**src/rtl/tsps_pkg.sv**
```systemverilog
// Package for the touch sensor poll sequencer: codes, state and record types.
// Used by tsps_ctrl and the top level in rtl/. Depends on nothing.
`timescale 1ns / 1ps
`default_nettype none

package tsps_pkg;

    localparam int CFG_INDEX_W = 1;
    localparam int CFG_DATA_W  = 8;

    // Configuration register indexes
    localparam logic [CFG_INDEX_W-1:0] REG_MAX_RETRIES = 1'd0;
    localparam logic [CFG_INDEX_W-1:0] REG_SENSE       = 1'd1;

    // Input action codes
    localparam logic [1:0] ACT_START     = 2'd0;
    localparam logic [1:0] ACT_XFER_DONE = 2'd1;
    localparam logic [1:0] ACT_LOAD      = 2'd2;

    localparam logic [3:0] MAX_RETRIES_RESET = 4'd3;
    localparam logic [7:0] SENSE_RESET       = 8'h00;

    // One mapping entry as stored in the table memory
    typedef struct packed {
        logic [4:0] second_pixel;
        logic [4:0] first_pixel;
        logic [6:0] address;
    } entry_t;

    localparam int ENTRY_W = $bits(entry_t);

    // One result record
    typedef struct packed {
        logic        command_valid;
        logic [6:0]  command_address;
        logic        command_is_read;
        logic [7:0]  command_byte;
        logic        scan_done;
        logic [31:0] touch_bitmap;
    } result_t;

    typedef enum logic [1:0] {
        ST_IDLE,
        ST_SEEK_RD,
        ST_SEEK_CHK,
        ST_EMIT
    } state_t;

endpackage

`default_nettype wire

```
**src/rtl/tsps_ram.sv**
```systemverilog
// Generic single-write, single-read synchronous RAM with registered read data.
// Depends on nothing.
`timescale 1ns / 1ps
`default_nettype none

module tsps_ram #(
    parameter int WIDTH = 17,
    parameter int DEPTH = 16
) (
    input  wire logic                                    clk,
    input  wire logic                                    we,
    input  wire logic [(DEPTH > 1 ? $clog2(DEPTH) : 1)-1:0] waddr,
    input  wire logic [WIDTH-1:0]                        wdata,
    input  wire logic [(DEPTH > 1 ? $clog2(DEPTH) : 1)-1:0] raddr,
    output logic      [WIDTH-1:0]                        rdata
);

    logic [WIDTH-1:0] mem [DEPTH];

    always_ff @(posedge clk)
    begin
        if (we)
        begin
            mem[waddr] <= wdata;
        end
        rdata <= mem[raddr];
    end

endmodule

`default_nettype wire

```
**src/rtl/tsps_ctrl.sv**
```systemverilog
// Scan sequencer: configuration registers, scan state, table walk and result build.
// Depends on tsps_pkg; drives the table RAM ports instantiated in the top level.
`timescale 1ns / 1ps
`default_nettype none

module tsps_ctrl #(
    parameter int NUM_DEVICES = 16
) (
    input  wire logic                                   clk,
    input  wire logic                                   rst_n,
    // configuration
    input  wire logic                                   cfg_valid,
    output logic                                        cfg_ready,
    input  wire logic [tsps_pkg::CFG_INDEX_W-1:0]       cfg_index,
    input  wire logic [tsps_pkg::CFG_DATA_W-1:0]        cfg_data,
    // input items
    input  wire logic                                   in_valid,
    output logic                                        in_ready,
    input  wire logic [1:0]                             action,
    input  wire logic [3:0]                             entry_index,
    input  wire logic [6:0]                             entry_address,
    input  wire logic [4:0]                             entry_first_pixel,
    input  wire logic [4:0]                             entry_second_pixel,
    input  wire logic                                   bus_error,
    input  wire logic [7:0]                             read_byte,
    // result toward the output register
    output logic                                        res_valid,
    input  wire logic                                   res_ready,
    output tsps_pkg::result_t                           res,
    // table memory
    output logic                                        ram_we,
    output logic [(NUM_DEVICES > 1 ? $clog2(NUM_DEVICES) : 1)-1:0] ram_waddr,
    output tsps_pkg::entry_t                            ram_wdata,
    output logic [(NUM_DEVICES > 1 ? $clog2(NUM_DEVICES) : 1)-1:0] ram_raddr,
    input  wire tsps_pkg::entry_t                       ram_rdata
);

    localparam int AW    = (NUM_DEVICES > 1) ? $clog2(NUM_DEVICES) : 1;
    localparam int IDX_W = $clog2(NUM_DEVICES + 1);

    tsps_pkg::state_t  state_reg, state_next;
    logic [IDX_W-1:0]  dev_idx_reg, dev_idx_next;
    logic [3:0]        retry_reg, retry_next;
    logic              read_phase_reg, read_phase_next;
    logic              busy_reg, busy_next;
    logic [31:0]       bitmap_reg, bitmap_next;
    tsps_pkg::entry_t  cur_reg, cur_next;
    tsps_pkg::result_t res_reg, res_next;
    logic [3:0]        max_retries_reg;
    logic [7:0]        sense_reg;

    logic              accept;
    logic              load_in_range;
    logic              load_hits_cur;
    logic              idx_past_end;
    logic [IDX_W-1:0]  dev_idx_inc;
    tsps_pkg::entry_t  load_entry;
    logic [31:0]       touch_bits;

    assign cfg_ready = 1'b1;
    assign in_ready  = (state_reg == tsps_pkg::ST_IDLE);
    assign accept    = in_valid && in_ready;
    assign res_valid = (state_reg == tsps_pkg::ST_EMIT);
    assign res       = res_reg;

    assign load_in_range = (32'(entry_index) < NUM_DEVICES);
    assign load_hits_cur = busy_reg && (32'(entry_index) == 32'(dev_idx_reg));
    assign idx_past_end  = (32'(dev_idx_reg) >= NUM_DEVICES);
    assign dev_idx_inc   = dev_idx_reg + IDX_W'(1);

    assign load_entry.address      = entry_address;
    assign load_entry.first_pixel  = entry_first_pixel;
    assign load_entry.second_pixel = entry_second_pixel;

    // pixel p lands at bit 31-p, which is the bitwise inverse of p
    always_comb
    begin
        touch_bits = 32'd0;
        if (read_byte[0])
        begin
            touch_bits[~cur_reg.first_pixel] = 1'b1;
        end
        if (read_byte[1])
        begin
            touch_bits[~cur_reg.second_pixel] = 1'b1;
        end
    end

    assign ram_we    = accept && (action == tsps_pkg::ACT_LOAD) && load_in_range;
    assign ram_waddr = AW'(entry_index);
    assign ram_wdata = load_entry;
    assign ram_raddr = dev_idx_reg[AW-1:0];

    always_ff @(posedge clk or negedge rst_n)
    begin
        if (!rst_n)
        begin
            max_retries_reg <= tsps_pkg::MAX_RETRIES_RESET;
            sense_reg       <= tsps_pkg::SENSE_RESET;
        end
        else if (cfg_valid)
        begin
            if (cfg_index == tsps_pkg::REG_MAX_RETRIES)
            begin
                max_retries_reg <= cfg_data[3:0];
            end
            else if (cfg_index == tsps_pkg::REG_SENSE)
            begin
                sense_reg <= cfg_data;
            end
        end
    end

    always_ff @(posedge clk or negedge rst_n)
    begin
        if (!rst_n)
        begin
            state_reg      <= tsps_pkg::ST_IDLE;
            dev_idx_reg    <= '0;
            retry_reg      <= 4'd0;
            read_phase_reg <= 1'b0;
            busy_reg       <= 1'b0;
            bitmap_reg     <= 32'd0;
        end
        else
        begin
            state_reg      <= state_next;
            dev_idx_reg    <= dev_idx_next;
            retry_reg      <= retry_next;
            read_phase_reg <= read_phase_next;
            busy_reg       <= busy_next;
            bitmap_reg     <= bitmap_next;
        end
    end

    always_ff @(posedge clk)
    begin
        cur_reg <= cur_next;
        res_reg <= res_next;
    end

    always_comb
    begin
        state_next      = state_reg;
        dev_idx_next    = dev_idx_reg;
        retry_next      = retry_reg;
        read_phase_next = read_phase_reg;
        busy_next       = busy_reg;
        bitmap_next     = bitmap_reg;
        cur_next        = cur_reg;
        res_next        = res_reg;

        unique case (state_reg)
            tsps_pkg::ST_IDLE:
            begin
                if (accept)
                begin
                    unique case (action)
                        tsps_pkg::ACT_START:
                        begin
                            bitmap_next  = 32'd0;
                            busy_next    = 1'b1;
                            dev_idx_next = '0;
                            state_next   = tsps_pkg::ST_SEEK_RD;
                        end
                        tsps_pkg::ACT_LOAD:
                        begin
                            // a load of the device being polled takes effect at once
                            if (load_in_range && load_hits_cur)
                            begin
                                cur_next = load_entry;
                            end
                        end
                        tsps_pkg::ACT_XFER_DONE:
                        begin
                            if (busy_reg)
                            begin
                                res_next.command_valid   = 1'b1;
                                res_next.command_address = cur_reg.address;
                                res_next.scan_done       = 1'b0;
                                res_next.touch_bitmap    = bitmap_reg;
                                if (bus_error)
                                begin
                                    if (retry_reg < max_retries_reg)
                                    begin
                                        retry_next               = retry_reg + 4'd1;
                                        res_next.command_is_read = read_phase_reg;
                                        res_next.command_byte    =
                                            read_phase_reg ? 8'h00 : sense_reg;
                                        state_next               = tsps_pkg::ST_EMIT;
                                    end
                                    else
                                    begin
                                        dev_idx_next = dev_idx_inc;
                                        state_next   = tsps_pkg::ST_SEEK_RD;
                                    end
                                end
                                else if (!read_phase_reg)
                                begin
                                    read_phase_next          = 1'b1;
                                    res_next.command_is_read = 1'b1;
                                    res_next.command_byte    = 8'h00;
                                    state_next               = tsps_pkg::ST_EMIT;
                                end
                                else
                                begin
                                    bitmap_next  = bitmap_reg | touch_bits;
                                    dev_idx_next = dev_idx_inc;
                                    state_next   = tsps_pkg::ST_SEEK_RD;
                                end
                            end
                        end
                        default:
                        begin
                        end
                    endcase
                end
            end

            tsps_pkg::ST_SEEK_RD:
            begin
                if (idx_past_end)
                begin
                    dev_idx_next             = '0;
                    busy_next                = 1'b0;
                    retry_next               = 4'd0;
                    read_phase_next          = 1'b0;
                    res_next.command_valid   = 1'b0;
                    res_next.command_address = 7'd0;
                    res_next.command_is_read = 1'b0;
                    res_next.command_byte    = 8'h00;
                    res_next.scan_done       = 1'b1;
                    res_next.touch_bitmap    = bitmap_reg;
                    state_next               = tsps_pkg::ST_EMIT;
                end
                else
                begin
                    state_next = tsps_pkg::ST_SEEK_CHK;
                end
            end

            tsps_pkg::ST_SEEK_CHK:
            begin
                if (ram_rdata.address != 7'd0)
                begin
                    cur_next                 = ram_rdata;
                    retry_next               = 4'd0;
                    read_phase_next          = 1'b0;
                    res_next.command_valid   = 1'b1;
                    res_next.command_address = ram_rdata.address;
                    res_next.command_is_read = 1'b0;
                    res_next.command_byte    = sense_reg;
                    res_next.scan_done       = 1'b0;
                    res_next.touch_bitmap    = bitmap_reg;
                    state_next               = tsps_pkg::ST_EMIT;
                end
                else
                begin
                    dev_idx_next = dev_idx_inc;
                    state_next   = tsps_pkg::ST_SEEK_RD;
                end
            end

            tsps_pkg::ST_EMIT:
            begin
                if (res_ready)
                begin
                    state_next = tsps_pkg::ST_IDLE;
                end
            end

            default:
            begin
                state_next = tsps_pkg::ST_IDLE;
            end
        endcase
    end

    // the walk only ever checks data read in the cycle before
    a_chk_after_rd: assert property (@(posedge clk) disable iff (!rst_n)
        state_reg == tsps_pkg::ST_SEEK_CHK |-> $past(state_reg) == tsps_pkg::ST_SEEK_RD)
        else $error("table check without a preceding read");

    a_walk_busy: assert property (@(posedge clk) disable iff (!rst_n)
        (state_reg == tsps_pkg::ST_SEEK_RD || state_reg == tsps_pkg::ST_SEEK_CHK)
        |-> busy_reg)
        else $error("table walk while no scan is running");

    a_chk_in_range: assert property (@(posedge clk) disable iff (!rst_n)
        state_reg == tsps_pkg::ST_SEEK_CHK |-> 32'(dev_idx_reg) < NUM_DEVICES)
        else $error("table read beyond the device count");

    a_done_idle: assert property (@(posedge clk) disable iff (!rst_n)
        (state_reg == tsps_pkg::ST_EMIT && res_reg.scan_done)
        |-> (!busy_reg && retry_reg == 4'd0 && !read_phase_reg))
        else $error("scan done reported with scan state not cleared");

    a_no_load_in_walk: assert property (@(posedge clk) disable iff (!rst_n)
        ram_we |-> state_reg == tsps_pkg::ST_IDLE)
        else $error("table write during a walk");

endmodule

`default_nettype wire

```
**src/rtl/touch_sensor_poll_sequencer.sv**
```systemverilog
// A retry or write-to-read step registers its command in the result register, then the
// output register; a start or device change first walks the table (read, then check, per
// entry) and then registers the command, or a done when no present device remains.
// Items are taken only while idle: a load leaves the sequencer idle, while a start or a
// scan's transfer result holds it off until its result enters the output register.
// Reset: asynchronous, active low; scan idle, bitmap clear, max_retries 3, sense_register 0.
`timescale 1ns / 1ps
`default_nettype none

module touch_sensor_poll_sequencer #(
    parameter int NUM_DEVICES = 16
) (
    input  wire logic                               clk,
    input  wire logic                               rst_n,
    input  wire logic                               cfg_valid,
    output logic                                    cfg_ready,
    input  wire logic [tsps_pkg::CFG_INDEX_W-1:0]   cfg_index,
    input  wire logic [tsps_pkg::CFG_DATA_W-1:0]    cfg_data,
    input  wire logic                               in_valid,
    output logic                                    in_ready,
    input  wire logic [1:0]                         action,
    input  wire logic [3:0]                         entry_index,
    input  wire logic [6:0]                         entry_address,
    input  wire logic [4:0]                         entry_first_pixel,
    input  wire logic [4:0]                         entry_second_pixel,
    input  wire logic                               bus_error,
    input  wire logic [7:0]                         read_byte,
    output logic                                    out_valid,
    input  wire logic                               out_ready,
    output logic                                    command_valid,
    output logic [6:0]                              command_address,
    output logic                                    command_is_read,
    output logic [7:0]                              command_byte,
    output logic                                    scan_done,
    output logic [31:0]                             touch_bitmap
);

    localparam int AW = (NUM_DEVICES > 1) ? $clog2(NUM_DEVICES) : 1;

    logic              res_valid;
    logic              res_ready;
    tsps_pkg::result_t res;
    logic              ram_we;
    logic [AW-1:0]     ram_waddr;
    logic [AW-1:0]     ram_raddr;
    tsps_pkg::entry_t  ram_wdata;
    tsps_pkg::entry_t  ram_rdata;

    logic              out_valid_reg, out_valid_next;
    tsps_pkg::result_t out_reg;

    tsps_ram #(
        .WIDTH (tsps_pkg::ENTRY_W),
        .DEPTH (NUM_DEVICES)
    ) u_map_ram (
        .clk   (clk),
        .we    (ram_we),
        .waddr (ram_waddr),
        .wdata (ram_wdata),
        .raddr (ram_raddr),
        .rdata (ram_rdata)
    );

    tsps_ctrl #(
        .NUM_DEVICES (NUM_DEVICES)
    ) u_ctrl (
        .clk                (clk),
        .rst_n              (rst_n),
        .cfg_valid          (cfg_valid),
        .cfg_ready          (cfg_ready),
        .cfg_index          (cfg_index),
        .cfg_data           (cfg_data),
        .in_valid           (in_valid),
        .in_ready           (in_ready),
        .action             (action),
        .entry_index        (entry_index),
        .entry_address      (entry_address),
        .entry_first_pixel  (entry_first_pixel),
        .entry_second_pixel (entry_second_pixel),
        .bus_error          (bus_error),
        .read_byte          (read_byte),
        .res_valid          (res_valid),
        .res_ready          (res_ready),
        .res                (res),
        .ram_we             (ram_we),
        .ram_waddr          (ram_waddr),
        .ram_wdata          (ram_wdata),
        .ram_raddr          (ram_raddr),
        .ram_rdata          (ram_rdata)
    );

    // output register: frees the sequencer while a result waits downstream
    assign res_ready = !out_valid_reg || out_ready;

    always_comb
    begin
        out_valid_next = out_valid_reg;
        if (res_ready)
        begin
            out_valid_next = res_valid;
        end
    end

    always_ff @(posedge clk or negedge rst_n)
    begin
        if (!rst_n)
        begin
            out_valid_reg <= 1'b0;
        end
        else
        begin
            out_valid_reg <= out_valid_next;
        end
    end

    always_ff @(posedge clk)
    begin
        if (res_valid && res_ready)
        begin
            out_reg <= res;
        end
    end

    assign out_valid       = out_valid_reg;
    assign command_valid   = out_reg.command_valid;
    assign command_address = out_reg.command_address;
    assign command_is_read = out_reg.command_is_read;
    assign command_byte    = out_reg.command_byte;
    assign scan_done       = out_reg.scan_done;
    assign touch_bitmap    = out_reg.touch_bitmap;

    a_done_no_cmd: assert property (@(posedge clk) disable iff (!rst_n)
        (out_valid && scan_done) |-> (!command_valid && command_address == 7'd0))
        else $error("done result carries a command");

    a_no_cmd_and_done: assert property (@(posedge clk) disable iff (!rst_n)
        out_valid |-> (command_valid != scan_done))
        else $error("result is neither a command nor done");

    a_read_no_byte: assert property (@(posedge clk) disable iff (!rst_n)
        (out_valid && command_is_read) |-> (command_valid && command_byte == 8'h00))
        else $error("read command with a data byte");

endmodule

`default_nettype wire

```
**config.mk**
```make
export PLATFORM = sky130hd
export DESIGN_NAME = touch_sensor_poll_sequencer
export DESIGN_NICKNAME = d
export VERILOG_FILES = /design/src/rtl/tsps_pkg.sv /design/src/rtl/tsps_ram.sv /design/src/rtl/tsps_ctrl.sv /design/src/rtl/touch_sensor_poll_sequencer.sv
export SDC_FILE = /design/constraint.sdc
export NUM_CORES = 1
export LEC_CHECK = 0
export BUFFER_PORTS_ARGS = -buffer_cell sky130_fd_sc_hd__buf_4
export CAP_MARGIN = 30
export CORE_MARGIN = 2
export CORE_UTILIZATION = 55
export DETAILED_ROUTE_END_ITERATION = 7
export PLACE_DENSITY = 0.76
export RECOVER_POWER = 25
export REMOVE_ABC_BUFFERS = 1
export SYNTH_ARGS = -nofsm -noshare
export SYNTH_HDL_FRONTEND = slang
export SYNTH_SLANG_ARGS = --single-unit
```
**constraint.sdc**
```tcl
create_clock -name clk -period 3.7 [get_ports clk]
set_clock_uncertainty 0.15 [all_clocks]
set_input_delay 0.37 -clock clk [delete_from_list [all_inputs] [get_ports clk]]
set_output_delay 0.37 -clock clk [all_outputs]
set_load 0.1 [all_outputs]
```
# Yosys cells after proc, flatten, opt, wreduce, memory -nomap -nowiden
# Memory sizes are Yosys's and may differ from the RTL's. A register that Yosys moved wholly into a read port is not among the register bits.
# Index checks and enable logic that the tools add are counted.
# W data, S select, Z words.
# totals
ff_bits	175
latch_bits	0
mem_bits_rw	272
romBits	0
inputBits	46
output_inout_bits	53
word_cells	156
n_memories	1
# mem_list
name	depth	width	rd	rd_clocked_by_memory_dff	write_ports	line_no	rtl
u_map_ram.mem	16	17	1	1	1	tsps_ram.sv:18	logic [WIDTH-1:0] mem [DEPTH];
# classes
n_addsub	2
mul	0
div	0
n_lt_le_gt_ge	6
eq_ne	28
shifts	0
n_mux	64
n_bitwise	5
reduce_logical	26
# op_table
operator	n
$mux W50	5
$mux W32	5
$pmux W50 S3	1
$mux W17	4
$or A32 B32 Y32	2
$pmux W32 S2	1
$mux W5	7
$pmux W17 S2	1
$mux W4	7
$mux W9	3
$reduce_and A8 Y1	3
$ne A2 B2 Y1 const B	11
$pmux W5 S3	1
$mux W2	7
$mux W1	13
$lt A5 B6 Y1 const B	2
$ne A3 B3 Y1 const B	4
$pmux W4 S3	1
$reduce_and A6 Y1	2
$demux W1 S5	2
$ge A5 B1 Y1 const B	2
$ne A2 B1 Y1 const B	5
$not A5 Y5	2
$pmux W5 S2	1
25 further kinds	39

# Longest topological paths before layout
# Gate-level depths: netlist of the first run.
# depth
depth_word	13
ltp_mapped	8
mapped_depth_nobuf	7

# By module
# From an unflattened synthesis of the first run, not the netlist that was laid out.
# hier_totals
hier_cells	977
hier_area_um2	17849.6
# modules_own_cells
mod	instances	cells_per_inst	area_per_inst_um2	seq_area_each_um2
tsps_ram	1	458	10637.7	8508.2
tsps_ctrl	1	465	5656.7	3440.8
touch_sensor_poll_sequencer	1	54	1555.2	1526.5

# Least setup slack after synthesis of the first run
# No wires, ideal clock.
# synth_timing
kind	flip-flop to flip-flop
start	register u_ctrl.state_reg[0]
end	register u_ctrl.res_reg (netlist bit u_ctrl.res[0]) (enable)
setup_ns	0.453
t_arrival_ns	3.686
required_ns	3.097
slack_ns	-0.589
stages_incl_launch_ff	7
n_path_buf	1
period_less_slack_ns	4.289
path_cell_list	dfrtp_1 inv_1 ha_1 clkbuf_1 nand2_1 nand3_1 a21oi_1
# synth_between
elab_chain_cells	4
elab_cells_between_ends	11
cone_classes	7 x eq/ne; 4 x reduce/logical
# synth_lines
element	line_no	rtl
from (decl)	tsps_ctrl.sv:41	tsps_pkg::state_t state_reg, state_next;
from (signal assigned)	tsps_ctrl.sv:118	state_reg <= tsps_pkg::ST_IDLE;
from (signal assigned)	tsps_ctrl.sv:127	state_reg <= state_next;
$logic_not A2 Y1 *	tsps_ctrl.sv:61	assign in_ready = (state_reg == tsps_pkg::ST_IDLE);
via in_ready	touch_sensor_poll_sequencer.sv:20	output logic in_ready,
$logic_and A1 B1 Y1	tsps_ctrl.sv:62	assign accept = in_valid && in_ready;
$ne A2 B2 Y1 (no source line)	--	
$reduce_and A6 Y1 (no source line) *	--	
to (signal assigned)	tsps_ctrl.sv:139	res_reg <= res_next;
to (decl)	tsps_ctrl.sv:48	tsps_pkg::result_t res_reg, res_next;
# The timed path passes the listed nets; every way through them passes the cells marked *.
# A chain may end at the register's enable or synchronous reset.

# Final worst setup path of the first run
# layout_timing
start	register u_ctrl.max_retries_reg[1]
end	register u_ctrl.res_reg (netlist bit u_ctrl.res[40]) (enable)
# layout_between
elab_chain_cells	3
# layout_lines
element	line_no	rtl
from (decl)	tsps_ctrl.sv:49	logic [3:0] max_retries_reg;
from (signal assigned)	tsps_ctrl.sv:98	max_retries_reg <= tsps_pkg::MAX_RETRIES_RESET;
from (signal assigned)	tsps_ctrl.sv:105	max_retries_reg <= cfg_data[3:0];
$lt A4 B4 Y1	tsps_ctrl.sv:184	if (retry_reg < max_retries_reg)
$ne A3 B3 Y1 (no source line)	--	
$reduce_and A8 Y1 (no source line)	--	
# No other way between the ends.

==> key figures, run 1 <==
Worst hold path
  • Hold Path Stages: 2
  • Hold_sp: bus_error
  • Worst Hold Class: in -> reg
  • Worst Hold End: u_ctrl.res[41]$_DFFE_PP_

Yosys
  • Yosys top cell area share: 65.34%
  • Post-synth cell types: 56
  • YS warnings: 0
  • Mapped cell area: 17880 um2
  • Synth cell count leaders: 389 x edfxtp_1, 59 x mux4_1, 57 x nor2_1
  • Syn avg cell area: 19.43 um2
  • Top post-synthesis cells by area: edfxtp_1 65%, mux4_1 8.7%, dfrtp_1 7.8%
  • #FFs+latches synth: 464
  • Post-synthesis sequential area ratio: 75.37%
  • Post-synth ARST share: around 13%
  • Leading area contributor after synthesis: edfxtp_1
  • Synth Flop Type: edfxtp_1
  • Syn Inst Count: between 900 and 1000
  • Most numerous cell in the Yosys netlist: edfxtp_1
  • Post-synth EDFFs: 389

STA
  • RSZ-0062 raised after global routing: no
  • Worst-Margin Slew: around 920 ps
  • Setup violators final: 0
  • Final Hold Viols: 0
  • Slew margin rel.: a little under two fifths
  • Fmax: 360.8 MHz
  • Final slew viol count: 0
  • Crit share post-route: 74.91%
  • Minimum clock period: 2772 ps
  • Final worst slack: between 900 and 1000 ps

Cells and area
  • Final instance area: 21120 um2
  • Layout net count: about 1100
  • Number of diodes: 0
  • Fill cells: 2057
  • Max reg flops: ~270
  • Area Growth Syn to Fin: 18.15%
  • Layout cells sized above 1: 23.03%
  • Reg area: approximately 13000 um2
  • Multi-input gate area: 4149 um2

Critical path
  • Critical path arrival: 2850 ps
  • FF-to-FF setup slack: 930 ps
  • Worst r2r dst: u_ctrl.res[40]$_DFFE_PP_
  • Cell count of the worst reg-to-reg path: 8
  • Worst path bufs/invs: 2
  • CP max-delay cell: nor3_1
  • Crit-path max FO: 9
  • Crit path kind: reg -> reg
  • Most Frequent Cell on Critical Path: nor2_1
  • Max incr delay on CP: approximately 750 ps
  • Worst setup SP type: register
  • Required time of the critical path: 3780 ps
  • Worst R2R Start: u_ctrl.max_retries_reg[1]$_DFFE_PN1P_
  • CP top delay family: simple AND/OR/NAND/NOR gates
  • CP Capture Type: register
  • Critical-path cell list: inv_1 -> ha_1 -> nor3b_1 -> nor2_1 -> nor3_1 -> nor2_1 -> a21oi_1 -> buf_4

Power
  • P_sw: 5.115 mW
  • Power, Total: between 15 and 20 mW
  • Power Density: ~770 nW/um2
  • Worst-case vdd ir drop: 0.4742 mV
  • Net Sw Frac: between 30% and 40%
  • Pint: 11.17 mW
  • Sequential Power Share: 44.0%
  • Leakage: 7.391 nW
  • Logic pwr share: 25.2%
  • Clk pwr share: 30.8%

GRT
  • Number of global-route vias before repair: 9053
  • Initial antenna violation count: 1
  • Total GRT Usage: 20.60%
  • Largest net degree at the start of global routing: 59
  • Grt ovf: 0
  • First-pass GRT wire length: 52.00 mm

Placed design
  • Port bufs: 91
  • HPWL Detailed: 19.60 mm
  • Setup WS pre-CTS: 1000 ps
  • GP Congestion: 0.8234
  • DP Area: ~19000 um2

Clock network
  • TritonCTS Buffers: 45
  • Worst-skew pair later-pin latency: 540 ps
  • CTS tree: yes
  • CTS Root Buffer Type: clkbuf_16
  • Clock-pin slew on the worst setup and hold paths: 60 ps
  • Max Buffers Root-to-Sink: 3
  • H-tree levels: 2
  • CTS resizes: 0
  • Clk sinks: 464

Route
  • DR iter-0 viols: 774
  • Via Count: 9087
  • Vias per inst: 5.832
  • Remaining DRCs: 0
  • Wire per inst: 21.96 um
  • Initial DRT Pass Iterations: 5
  • Post-Route WL: 34.21 mm
  • Antenna Nets Post-Route: 0

Floorplanning
  • Core footprint: approximately 32000 um2
  • Die area: 33960 um2
  • IO Pins: approximately 100
  • Site Rows: 66
  • Die H: about 180 um
  • Effective utilization at floorplan: 55.37%
  • Die width: 184.3 um

Status
  • Outcome: completed

Run
  • Max Cap Viol: 0
==> worst reg2reg max path: stages, from the launching register on <==
cell and delay, ps:
dfstp_2 510, inv_1 50, ha_1 200, nor3b_1 240, nor2_1 80, nor3_1 750, nor2_1 120, a21oi_1 180
buf_4 200
==> per-stage QoR <==
step / TNS, ps / hold slack [ps] / util (%) / cells
global placement: 0 / 251.6 / 59.57 / 1448
global route: 0 / 35.57 / 65.42 / 1558
floorplan: -68890 / -75.59 / - / 882
CTS: 0 / 25.24 / 65.58 / 1558
detailed placement: 0 / 254.5 / 59.63 / 1449
finish: 0 / 43.91 / 65.42 / 1558
==> placed cells by master (no fill, tap or decap), types with 6 or more instances in the layout <==
cell           instances
mux4_2                26
nor2_1                57
nor2b_1               12
nand2_1               22
dfxtp_1               17
bufinv_16             11
inv_1                 21
mux4_1                59
dlygate4sd3_1         26
a21oi_1               37
edfxtp_1             389
o22ai_1               32
mux2_2                28
or3_1                  6
nand3_1               17
ha_1                  11
o21ai_0               15
nand3b_1              13
clkbuf_1              22
buf_4                106
dfrtp_1               54
clkbuf_16             46
nand2b_1               7
==> worst max-delay path by stage <==
stage,from,end,slack (ps),depth (start not counted)
finish,u_ctrl.max_retries_reg[1]$_DFFE_PN1P_,u_ctrl.res[40]$_DFFE_PP_,930,8
global route,u_ctrl.max_retries_reg[1]$_DFFE_PN1P_,u_ctrl.res[34]$_DFFE_PP_,790,8
CTS,u_ctrl.dev_idx_reg[0]$_DFFE_PN0P_,u_map_ram.rdata[16]$_DFF_P_,940,3
detailed placement,u_ctrl.dev_idx_reg[0]$_DFFE_PN0P_,u_map_ram.rdata[9]$_DFF_P_,1000,3
global placement,u_ctrl.max_retries_reg[1]$_DFFE_PN1P_,u_ctrl.res[39]$_DFFE_PP_,1040,8
floorplan,u_ctrl.dev_idx_reg[0]$_DFFE_PN0P_,u_ctrl.cur_reg[0]$_DFFE_PP_,-890,4
==> area by class of cell <==
| type | count | share of cell area, % |
|---|---|---|
| Clock buffer | 58 | 5.852 |
| Tap cell | 442 | 2.618 |
| Multi-Input combinational cell | 396 | 19.64 |
| Sequential cell | 464 | 63.82 |
| Timing Repair Buffer | 151 | 5.663 |
| Inverter | 22 | 0.3909 |
| Clock inverter | 25 | 2.014 |
==> power groups by stage <==
stage               sequential, mW  clock, mW  combinational, mW
global placement              7.23          0               3.99
CTS                           7.17       5.11               4.15
global route                  7.24       5.31               4.35
finish                        7.16       5.02               4.11
detailed placement            7.27          0               4.07
floorplan                     8.59          0               1.65
==> timing repair <==
item	CTS	global route
setup endpoints to repair	0	0
setup buffers	0	0
hold buffers	26	0
hold endpoints to repair	327	0
==> logic make-up after synthesis <==
group,count (synthesis),synth area share (%)
DFF,464,75.37
and+or+nand+nor,156,4.444
muxes,114,13.77
AOI/OAI and AO/OA,110,3.709
buffers and inverters,60,1.722
adders and majority gates,11,0.7698
xor gates and xnor gates,4,0.1960
other,1,0.02098
==> routing by layer <==
layer | track usage [%] | wire (um)
met2 | 35.53 | 17410
met1 | 27.47 | 13820
met5 | 0 | 11
met3 | 3.517 | 2274
met4 | 5.504 | 690
No activity file was read; power rests on OpenSTA's default activity.
==> inputs of run 2 (changes only) <==
Settings changed: ABC_AREA from default to 1, CORE_UTILIZATION 55 to 60, PLACE_DENSITY 0.76 to 0.79.
Clock period 3.7 ns to 2.65 ns, I/O delays scaled along.
==> run 2 against run 1 <==
Register-to-register slack got worse by 790 ps. Via count increased by 28%. Cell count increased by 26%. Worst setup slack got worse by 790 ps. Critical path type unchanged. Largest power group unchanged. Largest cell class unchanged. Clock-buffer cell count unchanged. Clock power increased by 18%. Sequential share of layout area increased by 0.44 points.
==> key figures, run 2 <==
Status
  • Outcome: completed

Floorplanning
  • Die width: 177.2 um (-3.8%)
  • IO Pins: 99 (unchanged)
  • Die H: 177.2 um (-3.8%)
  • Effective utilization at floorplan: 60.91% (+5.5 points)
  • Core footprint: 29560 um2 (-8.5%)
  • Site Rows: 63 (-4.5%)
  • Die area: 31410 um2 (-7.5%)

Clock network
  • H-tree levels: 2 (unchanged)
  • CTS tree: yes
  • CTS Root Buffer Type: clkbuf_16
  • Worst-skew pair later-pin latency: 540 ps (about the same)
  • Clock-pin slew on the worst setup and hold paths: 60 ps (about the same)
  • TritonCTS Buffers: 44 (-2.2%)
  • Clk sinks: 464 (unchanged)
  • Max Buffers Root-to-Sink: 3 (unchanged)
  • Postcts setup bufs: 0 (unchanged)

Cells and area
  • Area Growth Syn to Fin: 16.50%
  • Fill cells: 1880 (-8.6%)
  • Final non-filler cell total: 1970 (+26%)
  • Most frequent cells in the layout: 389 x edfxtp_1, 210 x nor2_1, 177 x o21ai_0, 169 x nand2_1, 114 x buf_4
  • Final core utilization: 70.97% (+5.5 points)
  • Number of diodes: 0 (unchanged)
  • Most common cell after layout, fill and taps aside: edfxtp_1
  • Layout cells sized above 1: 13.92% (-9.1 points)
  • Max reg flops: 272 (unchanged)
  • Layout net count: 1603 (+41%)

STA
  • Minimum clock period: 2509 ps (-262.2 ps)
  • Final slew viol count: 0 (unchanged)
  • Final Hold Viols: 0 (unchanged)
  • Setup violators final: 0 (unchanged)
  • Final worst slack: 140.7 ps (-787.8 ps)
  • RSZ-0062 raised after global routing: no
  • Slew margin rel.: 38.79% (+0.57 points)
  • Worst-Margin Slew: 918.2 ps (-1.437 ps)
  • Fmax: 398.5 MHz (+10%)
  • Crit share post-route: 94.69% (+20 points)
  • Setup tns final: 0 ps (unchanged)

Yosys
  • YS warnings: 0 (unchanged)
  • Mapped cell area: 18010 um2 (+0.71%)
  • Post-synth ARST share: 12.50% (unchanged)
  • Synth cell count leaders: 389 x edfxtp_1, 227 x nor2_1, 177 x o21ai_0
  • Most numerous cell in the Yosys netlist: edfxtp_1
  • Top post-synthesis cells by area: edfxtp_1 65%, dfrtp_1 7.8%, o21ai_0 4.9%
  • Syn avg cell area: 12.84 um2 (-34%)
  • Post-synthesis sequential area ratio: 74.84% (-0.53 points)
  • Yosys top cell area share: 64.87% (-0.46 points)
  • #FFs+latches synth: 464 (unchanged)
  • Synth Flop Type: edfxtp_1
  • Post-synth cell types: 36 (-36%)
  • Syn Inst Count: 1402 (+52%)
  • Leading area contributor after synthesis: edfxtp_1
  • Post-synth EDFFs: 389 (unchanged)

Route
  • Antenna Nets Post-Route: 0 (unchanged)
  • Vias per inst: 5.899 (+1.1%)
  • Initial DRT Pass Iterations: 7 (+2)
  • Via Count: 11621 (+28%)
  • DR iter-0 viols: 1163 (+50%)
  • Remaining DRCs: 0 (unchanged)
  • Wire per inst: 19.47 um (-11%)
  • Post-Route WL: 38.35 mm (+12%)

Critical path
  • Critical path arrival: 2570 ps (-280 ps)
  • Cell count of the worst reg-to-reg path: 7 (-1)
  • Worst setup SP type: register
  • CP Capture Type: register
  • Worst r2r dst: u_map_ram.mem[13][14]$_DFFE_PP_
  • Crit path kind: reg -> reg
  • FF-to-FF setup slack: 140 ps (-790 ps)
  • Worst R2R Start: u_ctrl.state_reg[1]$_DFFE_PN0P_
  • Crit-path max FO: 17 (+8)
  • Required time of the critical path: 2710 ps (-1070 ps)

GRT
  • Initial antenna violation count: 0 (-1)
  • Number of global-route vias before repair: 11256 (+24%)
  • First-pass GRT wire length: 59.24 mm (+14%)
  • Largest net degree at the start of global routing: 101 (+71%)
  • Grt ovf: 0 (unchanged)
  • Total GRT Usage: 24.73% (+4.1 points)

Worst hold path
  • Worst Hold End: u_ctrl.max_retries_reg[2]$_DFFE_PN0P_
  • Hold_sp: cfg_index
  • Hold Path Stages: 4 (+2)
  • Worst Hold Class: in -> reg

Placed design
  • Setup WS pre-CTS: -62.68 ps (-1063 ps)
  • Port bufs: 91 (unchanged)
  • Placed cell count: 1859 (+28%)
  • GP Congestion: 0.9231 (+12%)
  • HPWL Detailed: 23.73 mm (+21%)

Run
  • Max Cap Viol: 0 (unchanged)

Power
  • Power, Total: 22.78 mW (+40%)
  • Worst-case vdd ir drop: 0.7556 mV (+59%)
  • Leakage: 7.690 nW (+4.0%)
  • Power Density: 1086 nW/um2 (+41%)
## run 2: cell families after synthesis
kind of cell | share of synthesized area, %
mux | 0.1876
simple gates | 10.33
other cells | 0.02083
xor+xnor | 0.2433
compound gates | 10.54
buf+inv | 3.071
fa+ha+maj | 0.7644
flops | 74.84
## run 2: area by class of cell
| cell class | instances | area [um2] | area share (%) |
|---|---|---|---|
| Timing Repair Buffer | 167 | 1395 | 6.650 |
| Inverter | 56 | 211.5 | 1.008 |
| Multi-Input combinational cell | 813 | 4041 | 19.27 |
| Sequential cell | 464 | 13480 | 64.26 |
| Clock inverter | 22 | 188.9 | 0.9006 |
| Tap cell | 390 | 488.0 | 2.326 |
| Clock buffer | 58 | 1174 | 5.595 |
## run 2: how the worst max path moves through the flow
stage | from | endpoint | slack (ps) | cells after the start
6_report | u_ctrl.state_reg[1]$_DFFE_PN0P_ | u_map_ram.mem[13][14]$_DFFE_PP_ | 140 | 7
5_1_grt | u_ctrl.state_reg[1]$_DFFE_PN0P_ | u_map_ram.mem[12][7]$_DFFE_PP_ | 20 | 7
4_1_cts | u_ctrl.state_reg[0]$_DFFE_PN0P_ | u_map_ram.mem[13][16]$_DFFE_PP_ | 180 | 7
3_5_place_dp | u_ctrl.state_reg[0]$_DFFE_PN0P_ | u_map_ram.mem[13][5]$_DFFE_PP_ | -60 | 7
3_3_place_gp | u_ctrl.state_reg[0]$_DFFE_PN0P_ | u_map_ram.mem[13][5]$_DFFE_PP_ | 30 | 7
2_1_floorplan | u_ctrl.dev_idx_reg[0]$_DFFE_PN0P_ | u_ctrl.cur_reg[0]$_DFFE_PP_ | -2210 | 5
## run 2: where the power goes
group	total (mW)	internal, mW	leakage (nW)	switching, mW
combinational	6.89	1.75	2.55	5.14
clock	5.90	3.34	0.669	2.56
sequential	9.99	9.49	4.47	0.505
## run 2: routing by layer
layer,GRT usage [%],share of wire (%)
met1,33.08,39
met2,41.83,50
met3,3.544,8.0
met4,8.781,2.9
met5,0,0
## run 2: worst max-delay path: stages, from the launching register on
cell and delay, ps:
dfrtp_1 420, inv_1 150, ha_1 210, nand2_1 110, nor3_2 300, nand3_1 350
nor2_2 180, buf_4 310
## run 2: through the flow
stage               hold WS [ps]  area, um2
finish                     26.71      20980
CTS                        1.578      21030
floorplan                 -180.6      17660
global route               50.25      20980
detailed placement         224.5      19350
global placement           211.0      19350
## run 2: what timing repair did
action / in CTS / in global routing
hold buffers: 31 / 0
endpoints found under the setup margin: 68 / 0
hold endpoints to repair: 345 / 0
gates resized for setup: 1 / 0
==> inputs of run 3 (changes only) <==
Settings changed: CORE_UTILIZATION 60 to 63, CTS_BUF_LIST from default to sky130_fd_sc_hd__clkbuf_4 sky130_fd_sc_hd__clkbuf_8, PLACE_DENSITY 0.79 to 0.82.
==> run 3 against run 2 <==
Sequential power about the same. Wire length increased by 0.42%. First-iteration DRC count increased by 11%. Global-route usage increased by 1.4 points. Worst setup slack got worse by 17 ps. Cell count increased by 1.7%. Non-clock buffer count increased by 3. Via count increased by 1.3%. Critical endpoint is now u_map_ram.mem[13][9]$_DFFE_PP_. Largest cell class unchanged. Highest routed layer unchanged.
==> key figures, run 3 (same netlist as run 2, synthesis figures left out) <==
STA
  • Setup violators final: 0 (unchanged)
  • Final Hold Viols: 0 (unchanged)
  • Slew margin rel.: 40.61% (+1.8 points)
  • Final slew viol count: 0 (unchanged)
  • Minimum clock period: 2527 ps (+17.44 ps)
  • Fmax: 395.8 MHz (-0.69%)
  • Hold WS: 26.49 ps (-0.2196 ps)
  • RSZ-0062 raised after global routing: no
  • Worst-Margin Slew: 890.8 ps (-27.38 ps)
  • Setup tns final: 0 ps (unchanged)
  • Crit share post-route: 95.35% (+0.66 points)

Critical path
  • Cell count of the worst reg-to-reg path: 8 (+1)
  • Required time of the critical path: 2790 ps (+80 ps)
  • CP max-delay cell: dfrtp_1
  • Worst setup path endpoint: u_map_ram.mem[13][9]$_DFFE_PP_
  • WP depth: 8 (+1)
  • Worst R2R Start: u_ctrl.state_reg[0]$_DFFE_PN0P_
  • Crit-path max FO: 8 (-9)
  • Worst setup SP type: register
  • FF-to-FF setup slack: 120 ps (-20 ps)
  • Crit path kind: reg -> reg
  • CP Capture Type: register
  • Max incr delay on CP: 420 ps (about the same)
  • Most Frequent Cell on Critical Path: buf_4
  • CP startpoint: u_ctrl.state_reg[0]$_DFFE_PN0P_
  • Worst path bufs/invs: 3 (+1)
  • Worst r2r dst: u_map_ram.mem[13][9]$_DFFE_PP_
  • CP top delay family: simple AND/OR/NAND/NOR gates
  • Critical-path cell list: inv_1 -> ha_1 -> nand2_1 -> nor3_1 -> buf_4 -> nand3_1 -> nor2_1 -> buf_4
  • Critical path arrival: 2660 ps (+90 ps)

Placed design
  • GP Congestion: 0.8895 (-3.6%)
  • HPWL Detailed: 23.06 mm (-2.8%)
  • DP Area: 19360 um2 (about the same)
  • Port bufs: 91 (unchanged)

Floorplanning
  • Core footprint: 27930 um2 (-5.5%)
  • IO Pins: 99 (unchanged)
  • Site Rows: 61 (-3.2%)
  • Effective utilization at floorplan: 64.46% (+3.5 points)
  • Die area: 29950 um2 (-4.7%)
  • Die width: 173.1 um (-2.4%)
  • Die H: 173.1 um (-2.4%)

GRT
  • Initial antenna violation count: 0 (unchanged)
  • Total GRT Usage: 26.13% (+1.4 points)
  • Grt ovf: 0 (unchanged)
  • First-pass GRT wire length: 61.22 mm (+3.3%)
  • Number of global-route vias before repair: 11684 (+3.8%)
  • Largest net degree at the start of global routing: 86 (-15%)

Route
  • Vias per inst: 5.874 (-0.42%)
  • Initial DRT Pass Iterations: 6 (-1)
  • Wire per inst: 19.22 um (-1.3%)
  • DR iter-0 viols: 1291 (+11%)
  • Antenna Nets Post-Route: 0 (unchanged)
  • Via Count: 11772 (+1.3%)
  • Post-Route WL: 38.52 mm (+0.42%)
  • Remaining DRCs: 0 (unchanged)

Clock network
  • Worst-skew pair later-pin latency: 600 ps (+60 ps)
  • Clk sinks: 464 (unchanged)
  • CTS Root Buffer Type: clkbuf_8
  • Clock-pin slew on the worst setup and hold paths: 70 ps (about the same)
  • H-tree levels: 3 (+1)
  • CTS resizes: 0 (-1)
  • CTS tree: yes
  • Max Buffers Root-to-Sink: 3 (unchanged)
  • TritonCTS Buffers: 71 (+61%)

Cells and area
  • Most frequent cells in the layout: 389 x edfxtp_1, 214 x nor2_1, 177 x o21ai_0, 169 x nand2_1, 112 x buf_4
  • Layout net count: 1633 (+1.9%)
  • Number of diodes: 0 (unchanged)
  • Max reg flops: 272 (unchanged)
  • Area Growth Syn to Fin: 16.48% (about the same)
  • Most common cell after layout, fill and taps aside: edfxtp_1
  • Final instance area: 20970 um2 (about the same)
  • Layout cells sized above 1: 15.99% (+2.1 points)

Status
  • Outcome: completed

Worst hold path
  • Worst Hold Class: in -> reg
  • Hold Path Stages: 5 (+1)

Power
  • Power, Total: 22.53 mW (-1.1%)
  • Power Density: 1074 nW/um2 (-1.1%)
  • Worst-case vdd ir drop: 0.6032 mV (-20%)
  • Leakage: 7.739 nW (+0.64%)

Run
  • Max Cap Viol: 0 (unchanged)
==> run 3: cell count changes in the layout (fill, tap and decap cells not counted), moves of 4 or more <==
cell       before  now
clkbuf_1       25   14
clkbuf_16      44    0
clkbuf_4        0   22
clkbuf_8        2   76
clkinv_1        8   18
clkinv_2       10    4
nor2_1        210  214
nor2_2         18   14
==> run 3: through the flow <==
stage | std cells | setup slack [ps] | util, %
final | 2004 | 123.3 | 75.08
after CTS | 2004 | 200.0 | 75.27
after detailed placement | 1848 | 246.9 | 69.29
after global routing | 2004 | 8.100 | 75.08
after floorplan | 1333 | -2212 | -
after global placement | 1848 | 272.3 | 69.29
==> run 3: worst register-to-register path: cells and delay by family (launching register included) <==
family	cells	cell delay [ps]
adders and majority gates	1	200
and+or+nand+nor	4	890
buffers and inverters	3	560
DFF	1	420
==> run 3: worst min path at each step <==
stage              start                                 to  slack [ps]
2_1_floorplan      rst_n              out_valid$_DFFE_PN0N_        -180
3_3_place_gp       rst_n  u_ctrl.bitmap_reg[23]$_DFFE_PN0P_         210
3_5_place_dp       rst_n  u_ctrl.bitmap_reg[26]$_DFFE_PN0P_         230
4_1_cts         in_valid  u_ctrl.read_phase_reg$_DFFE_PN0P_           1
5_1_grt        action[1]        u_ctrl.busy_reg$_DFFE_PN0P_          30
6_report        in_valid  u_ctrl.read_phase_reg$_DFFE_PN0P_          30
==> run 3: area by class of cell <==
type	instances	area (um2)
Multi-Input combinational cell	813	4026
Clock inverter	25	128.9
Inverter	56	211.5
Timing Repair Buffer	170	1444
Fill cell	1714	6960
Clock buffer	98	1211
Tap cell	378	473.0
Sequential cell	464	13480
==> run 3: power breakdown <==
part | switching, mW | total, mW | internal [mW] | leakage [nW]
registers | 0.520 | 10.0 | 9.49 | 4.47
clock network | 2.62 | 5.59 | 2.96 | 0.702
logic | 5.19 | 6.94 | 1.74 | 2.57
==> run 3: metal layers <==
metal	global-route usage [%]	routed length (um)
met1	34.50	15040
met3	4.332	3028
met5	0	0
met2	43.92	19310
met4	10.38	1144
==> run 3: what timing repair did <==
item / in CTS / in global routing
hold buffers: 33 / 0
hold endpoints to repair: 353 / 0
buffers inserted: 0 / 0
